File: config.mk
export PLATFORM = sky130hd
export DESIGN_NAME = mps_ram
export DESIGN_NICKNAME = d
export VERILOG_FILES = /design/src/hdl/mps_ram.sv
export SDC_FILE = /design/constraint.sdc
export NUM_CORES = 1
export LEC_CHECK = 0
export BUFFER_PORTS_ARGS = -buffer_cell sky130_fd_sc_hd__buf_2
export CAP_MARGIN = 20
export CORE_MARGIN = 2
export CORE_UTILIZATION = 30
export CTS_BUF_LIST = sky130_fd_sc_hd__clkbuf_4
export CTS_CLUSTER_SIZE = 20
export DETAILED_ROUTE_END_ITERATION = 8
export SYNTH_ARGS = -nofsm -noshare
export SYNTH_HDL_FRONTEND = slang
export SYNTH_SLANG_ARGS = --single-unit
File: constraint.sdc
create_clock -name clk_i -period 3.88 [get_ports clk_i]
set_input_delay 0.194 -clock clk_i [delete_from_list [all_inputs] [get_ports clk_i]]
set_output_delay 0.194 -clock clk_i [all_outputs]
set_load 0.01 [all_outputs]
File: src/hdl/mps_ram.sv
// Generic single-port-write, single-port-read RAM with a registered read.
// No dependencies.
`default_nettype none

module mps_ram #(
  parameter int unsigned WIDTH = 8,
  parameter int unsigned DEPTH = 64
) (
  input  wire logic                     clk_i,
  input  wire logic                     we_i,
  input  wire logic [$clog2(DEPTH)-1:0] waddr_i,
  input  wire logic [WIDTH-1:0]         wdata_i,
  input  wire logic [$clog2(DEPTH)-1:0] raddr_i,
  output logic      [WIDTH-1:0]         rdata_o
);

  logic [WIDTH-1:0] mem [DEPTH];

  always_ff @(posedge clk_i) begin
    if (we_i) begin
      mem[waddr_i] <= wdata_i;
    end
    rdata_o <= mem[raddr_i];
  end

endmodule

`default_nettype wire
==> results.sh, run 1 <==
export IMPL_crit_arrival_ns=3.16
export IMPL_clock_fmax_mhz=402
export IMPL_async_reset_ff_frac=0
export IMPL_routed_wl_mm=46.4
export IMPL_setup_tns_ns=0
export IMPL_ant_nets=0
export IMPL_worst_setup_path_end_kind="register"
export IMPL_leakagePower_nw=7.19
export IMPL_yosys_warnings=0
export IMPL_area_growth_synth_to_final_pct=14.1
export IMPL_clock_path_buffers=3
export IMPL_gp_congestion=0.765
export IMPL_grt_overflow=0
export IMPL_synth_most_common_cell="edfxtp_1"
export IMPL_die_h_um=263
export IMPL_worstSetupStartpointType="input pin"
export IMPL_max_stage_delay_ns=0.66
export IMPL_post_drt_via_cell_ratio=4.92
export IMPL_antenna_found_initial=6
export IMPL_avgSynthCellArea_sq_um=21.5
export IMPL_cts_sink_count=520
export IMPL_dr_total_vias=10100
export IMPL_synth_cells=940
export IMPL_synth_top_cells_by_count="edfxtp_1 (512), mux4_2 (126), nor2_1 (83)"
export IMPL_wl_met2_mm=21.7
export IMPL_grt_pass1_wl_mm=69.2
export IMPL_finalPower_w=0.0112
export IMPL_clockRootBuffer="clkbuf_4"
export IMPL_min_period_over_period=0.642
export IMPL_row_count=95
export IMPL_cts_htree_levels=3
export IMPL_path_cells="dlygate4sd3_1, buf_2, buf_4, mux4_2, nor2_1, nor4_1, nor3_1, o32ai_1"
export IMPL_start_util=0.302
export IMPL_cts_tree="yes"
export IMPL_nets=1101
export IMPL_fp_dieW_um=263
export IMPL_status="finished, final reports clean"
export IMPL_highest_layer="met5"
export IMPL_path_clk_slew_ns=0.07
export IMPL_synth_edf_count=512
export IMPL_post_drt_wl_per_cell_um=22.6
export IMPL_setup_viol=0
export IMPL_core_sq_mm=0.0668
export IMPL_hold_viol_final=0
export IMPL_synthTopCellsByArea="edfxtp_1 (76%), mux4_2 (14%), nor2_1 (1.5%)"
export IMPL_synth_area_sq_mm=0.0202
export IMPL_cts_resized=0
export IMPL_finClkSkew_ns=0.0525
export IMPL_cpMaxStageDelayCell="nor3_1"
export IMPL_holdCritPathClass="in -> reg"
export IMPL_yosys_area_top_type="edfxtp_1"
export IMPL_cts_buffers=121
export IMPL_drive_above_1_share=0.326
export IMPL_maxSlewViolCount=0
export IMPL_required_ns=4.55
export IMPL_cts_setup_buffers=0
export IMPL_dr_first_iter_drc_count=944
export IMPL_synth_top_area_share=0.762
export IMPL_grt_max_degree=65
export IMPL_dieArea_sq_mm=0.0693
export IMPL_nFillCells=6376
export IMPL_io_pin_count=30
export IMPL_grtUsageTotal=0.135
export IMPL_grt_pass1_vias=10600
export IMPL_relSlewSlack=0.300
export IMPL_dp_hpwl_mm=27.5
export IMPL_rsz0062_at_grt="no"
export IMPL_synth_seq_area_share=0.770
export IMPL_port_buffers=29
export IMPL_cts_hold_buffers_added=9
export IMPL_drt_met1_wl_mm=20.5
export IMPL_vdd_drop_max_uv=196
export IMPL_firstDrtPassIters=5
export IMPL_wl_met3_mm=3.49
export IMPL_ys_ff_latch=520
export IMPL_p_per_area_mw_per_mm2=484
export IMPL_yosysUniqueCellTypes=40
export IMPL_synth_nets=962
export IMPL_critPathMaxFanout=26
export IMPL_path_class="in -> reg"
export IMPL_synth_flop_cell="edfxtp_1"
export IMPL_drc_errors=0
export IMPL_drv_cap=0
export IMPL_fin_crit_ns=2.49
export IMPL_clock_latency_ns=0.84
export IMPL_worst_pin_slew_ns=1.05
## through the flow
stage          hold WS [ns]  worst slack, ns   util  instance area [sq um]  instances
6_report             0.0620             1.39  0.345                  23000       2050
5_1_grt              0.0220             1.30  0.345                  23000       2050
4_1_cts            0.000895             1.51  0.343                  22900       2037
3_5_place_dp          0.398            0.858  0.319                  21300       1814
3_3_place_gp          0.395            0.863  0.319                  21300       1814
2_1_floorplan         0.293             2.02      -                  20200        940
## critical path, delay by kind of cell
| family | cells | cell delay [ns] |
|---|---|---|
| AO/OA/AOI/OAI | 1 | 0.20 |
| multiplexers | 1 | 0.37 |
| AND/OR/NAND/NOR | 3 | 0.89 |
| buffers and inverters | 3 | 1.47 |
## cell usage in the layout (no fill, tap or decap), types with 14 or more instances in the layout
cell type	n
mux4_2	126
nor2_1	83
edfxtp_1	512
clkbuf_4	180
mux2i_1	23
nand2_1	19
buf_4	24
buf_2	26
clkinv_1	28
nor2b_1	14
## power by group
group	internal, W	leakage (nW)	switching [W]	total (W)
sequential	0.00621	4.67	0.0000184	0.00623
combinational	0.000227	1.60	0.000363	0.000590
clock	0.00224	0.917	0.00209	0.00433
total	0.00868	7.19	0.00247	0.0112
## routing by layer
layer	GRT usage	vias to the layer above
met1	0.187	5379
li1	-	4298
met5	0	-
met3	0.0394	61
met2	0.207	351
met4	0.0364	4
## flip-flops by register name, indices dropped and copies added, names as in the netlist
signal / count
mem: 512
rdata_o: 8
## cell type report
cell class	count	area (sq um)	share of cell area
multi-input cells	369	4320	0.187
repair buffers	67	524	0.0228
flip-flops and latches	520	15500	0.675
well taps	873	1090	0.0475
diodes	7	17.5	0.000761
clock buffers	180	1350	0.0587
clock inverters	34	183	0.00794
## cells by family (layout without fill, tap and decap cells)
group / after synthesis / in the layout / synth area share
muxes: 162 / 162 / 0.159
and+or+nand+nor: 153 / 153 / 0.0339
buffers and inverters: 51 / 281 / 0.0157
DFF: 520 / 520 / 0.770
AOI/OAI and AO/OA: 54 / 54 / 0.0207
other: 0 / 7 / 0
## final timing paths
| kind | from | endpoint | slack [ns] | cells past startpoint |
|---|---|---|---|---|
| min | wdata_i[2] | mem[25][2]$_DFFE_PP_ | 0.06 | 2 |
| max | raddr_i[3] | rdata_o[6]$_DFF_P_ | 1.39 | 8 |
| min reg2reg | mem[26][4]$_DFFE_PP_ | rdata_o[4]$_DFF_P_ | 0.84 | 3 |
| max reg2reg | mem[28][6]$_DFFE_PP_ | rdata_o[6]$_DFF_P_ | 1.43 | 5 |
(Power assumes the default switching activity.)
==> run 2, diff against run 1 <==
- ABC_AREA: unset -> 1
- clock period: 3.88 -> 2 ns (I/O delays scaled with it)
==> results.sh, run 2 <==
export IMPL_status="finished, final reports clean"
export IMPL_nets=2030
export IMPL_utilization=0.357
export IMPL_clock_fmax_mhz=516
export IMPL_setup_tns_ns=0
export IMPL_routed_wl_mm=57.6
export IMPL_nFillCells=6911
export IMPL_clockRootBuffer="clkbuf_4"
export IMPL_fp_dieW_um=271
export IMPL_dr_total_vias=14800
export IMPL_synth_top_area_share=0.720
export IMPL_fin_crit_ns=1.94
export IMPL_grt_pass1_wl_mm=87.6
export IMPL_rsz0062_at_grt="no"
export IMPL_dp_hpwl_mm=33.9
export IMPL_row_count=97
export IMPL_cts_sink_count=520
export IMPL_maxSlewViolCount=0
export IMPL_seq_area_sq_mm=0.0155
export IMPL_cts_setup_buffers=0
export IMPL_die_h_um=271
export IMPL_relSlewSlack=0.491
export IMPL_synth_most_common_cell="nand2_1"
export IMPL_multi_input_area_sq_mm=0.00495
export IMPL_synth_cells=1805
export IMPL_crit_arrival_ns=2.78
export IMPL_clock_path_buffers=3
export IMPL_critPathMaxFanout=1
export IMPL_port_buffers=29
export IMPL_grt_max_degree=76
export IMPL_yosysUniqueCellTypes=16
export IMPL_avgSynthCellArea_sq_um=11.8
export IMPL_largest_reg_flops=512
export IMPL_cts_buffers=138
export IMPL_yosys_area_top_type="edfxtp_1"
export IMPL_path_clk_slew_ns=0.07
export IMPL_synth_top_cells_by_count="nand2_1 (648), edfxtp_1 (512), nand3_1 (439)"
export IMPL_holdCritPathClass="in -> reg"
export IMPL_p_per_area_mw_per_mm2=924
export IMPL_min_period_over_period=0.969
export IMPL_synth_nets=1827
export IMPL_cts_htree_levels=4
export IMPL_yosys_warnings=0
export IMPL_worst_setup_path_end_kind="register"
export IMPL_dieArea_sq_mm=0.0733
export IMPL_place_ws_ns=0.231
export IMPL_worst_pin_slew_ns=0.764
export IMPL_async_reset_ff_frac=0
export IMPL_gp_congestion=0.831
export IMPL_setup_viol=0
export IMPL_worstSetupStartpointType="register"
export IMPL_core_sq_mm=0.0703
export IMPL_grt_overflow=0
export IMPL_final_common_cell="nand2_1"
export IMPL_top_regs="mem x512, rdata_o x8"
export IMPL_required_ns=2.84
export IMPL_clock_latency_ns=0.96
export IMPL_drive_above_1_share=0.177
export IMPL_fin_ws_ns=0.0614
export IMPL_path_class="reg -> reg"
export IMPL_vdd_drop_max_uv=459
export IMPL_cts_tree="yes"
export IMPL_synthTopCellsByArea="edfxtp_1 (72%), nand2_1 (11%), nand3_1 (10%)"
export IMPL_antenna_found_initial=6
export IMPL_ys_ff_latch=520
export IMPL_grt_pass1_vias=14800
export IMPL_hold_viol_final=0
export IMPL_io_pin_count=30
export IMPL_area_growth_synth_to_final_pct=17.7
export IMPL_layout_common_cells="nand2_1 (648), edfxtp_1 (512), nand3_1 (439)"
export IMPL_reg2reg_slack_ns=0.06
export IMPL_leakagePower_nw=9.27
export IMPL_post_drt_wl_per_cell_um=18.9
export IMPL_finClkSkew_ns=0.0536
export IMPL_start_util=0.304
export IMPL_regMostFlops="mem"
export IMPL_synth_area_sq_mm=0.0213
export IMPL_post_drt_via_cell_ratio=4.86
export IMPL_synth_edf_count=512
export IMPL_firstDrtPassIters=5
export IMPL_drv_cap=0
export IMPL_grtUsageTotal=0.157
export IMPL_drc_errors=0
export IMPL_dr_first_iter_drc_count=1415
export IMPL_ant_nets=0
export IMPL_synth_seq_area_share=0.728
export IMPL_synth_flop_cell="edfxtp_1"
run 2: cell types whose count changed in the layout (fill, tap and decap cells not counted), sizes merged, moves of 8 or more:
cell and delta:
mux2 -13, nor2b -14, nand2 +629, o22ai -8, nor2 -27, inv +16
nand3 +426, mux2i -23, o221ai -8, clkbuf +25, mux4 -126, dlygate4sd3 +17
clkinv -11, buf +93
run 2: cell type report:
cell class	count	share of cell area
diodes	1	0.0000996
clock buffers	206	0.0616
clock inverters	31	0.00947
inverters	12	0.00209
multi-input cells	1160	0.197
flip-flops and latches	520	0.619
well taps	940	0.0468
repair buffers	176	0.0644
run 2: worst max-delay path, cell delays in order (launching register included):
cell	delay, ns
edfxtp_1	0.46
nand2_1	0.21
nand3_1	0.11
nand3_1	0.08
nand2_1	0.06
nand2_1	0.07
dlygate4sd3_1	0.56
nand3_1	0.07
nand3_1	0.15
nand2_1	0.07
run 2: through the flow:
stage	cells	power (W)	instance area [sq um]	hold WS, ns
after detailed placement	2779	0.0138	23000	0.529
after global routing	3046	0.0242	25100	0.0967
after CTS	3045	0.0234	25100	0.0547
final	3046	0.0232	25100	0.175
after global placement	2779	0.0138	23000	0.512
after floorplan	1805	0.0132	21300	0.199
run 2: logic make-up (layout without fill, tap and decap cells):
group | Yosys count | in the layout | share of synthesized area
flops | 520 | 520 | 0.728
buf+inv | 125 | 425 | 0.0402
other cells | 0 | 1 | 0
simple gates | 1160 | 1160 | 0.232
run 2: per-layer routing:
layer,vias up,GRT usage,wire length (um)
met5,-,0,30
met4,6,0.0584,1190
met3,97,0.0480,5090
met2,611,0.238,26300
met1,7222,0.212,25000
li1,6855,-,-
run 2: worst paths after layout:
kind                       startpoint                   end  cells past startpoint
hold reg to reg   mem[8][1]$_DFFE_PP_    rdata_o[1]$_DFF_P_                      8
hold / removal             wdata_i[0]  mem[29][0]$_DFFE_PP_                      2
setup reg to reg  mem[1][4]$_DFFE_PP_    rdata_o[4]$_DFF_P_                      9
setup / recovery  mem[1][4]$_DFFE_PP_    rdata_o[4]$_DFF_P_                      9
run 2: power by group:
part | total [W] | internal [W] | leakage (nW) | switching [W]
clock | 0.00954 | 0.00520 | 1.07 | 0.00434
combinational | 0.00155 | 0.000463 | 3.52 | 0.00109
sequential | 0.0121 | 0.0121 | 4.67 | 0.0000527
run 2: timing repair:
action,in CTS,in global routing
gates resized for setup,0,0
hold endpoints to repair,1026,0
hold buffers,29,0
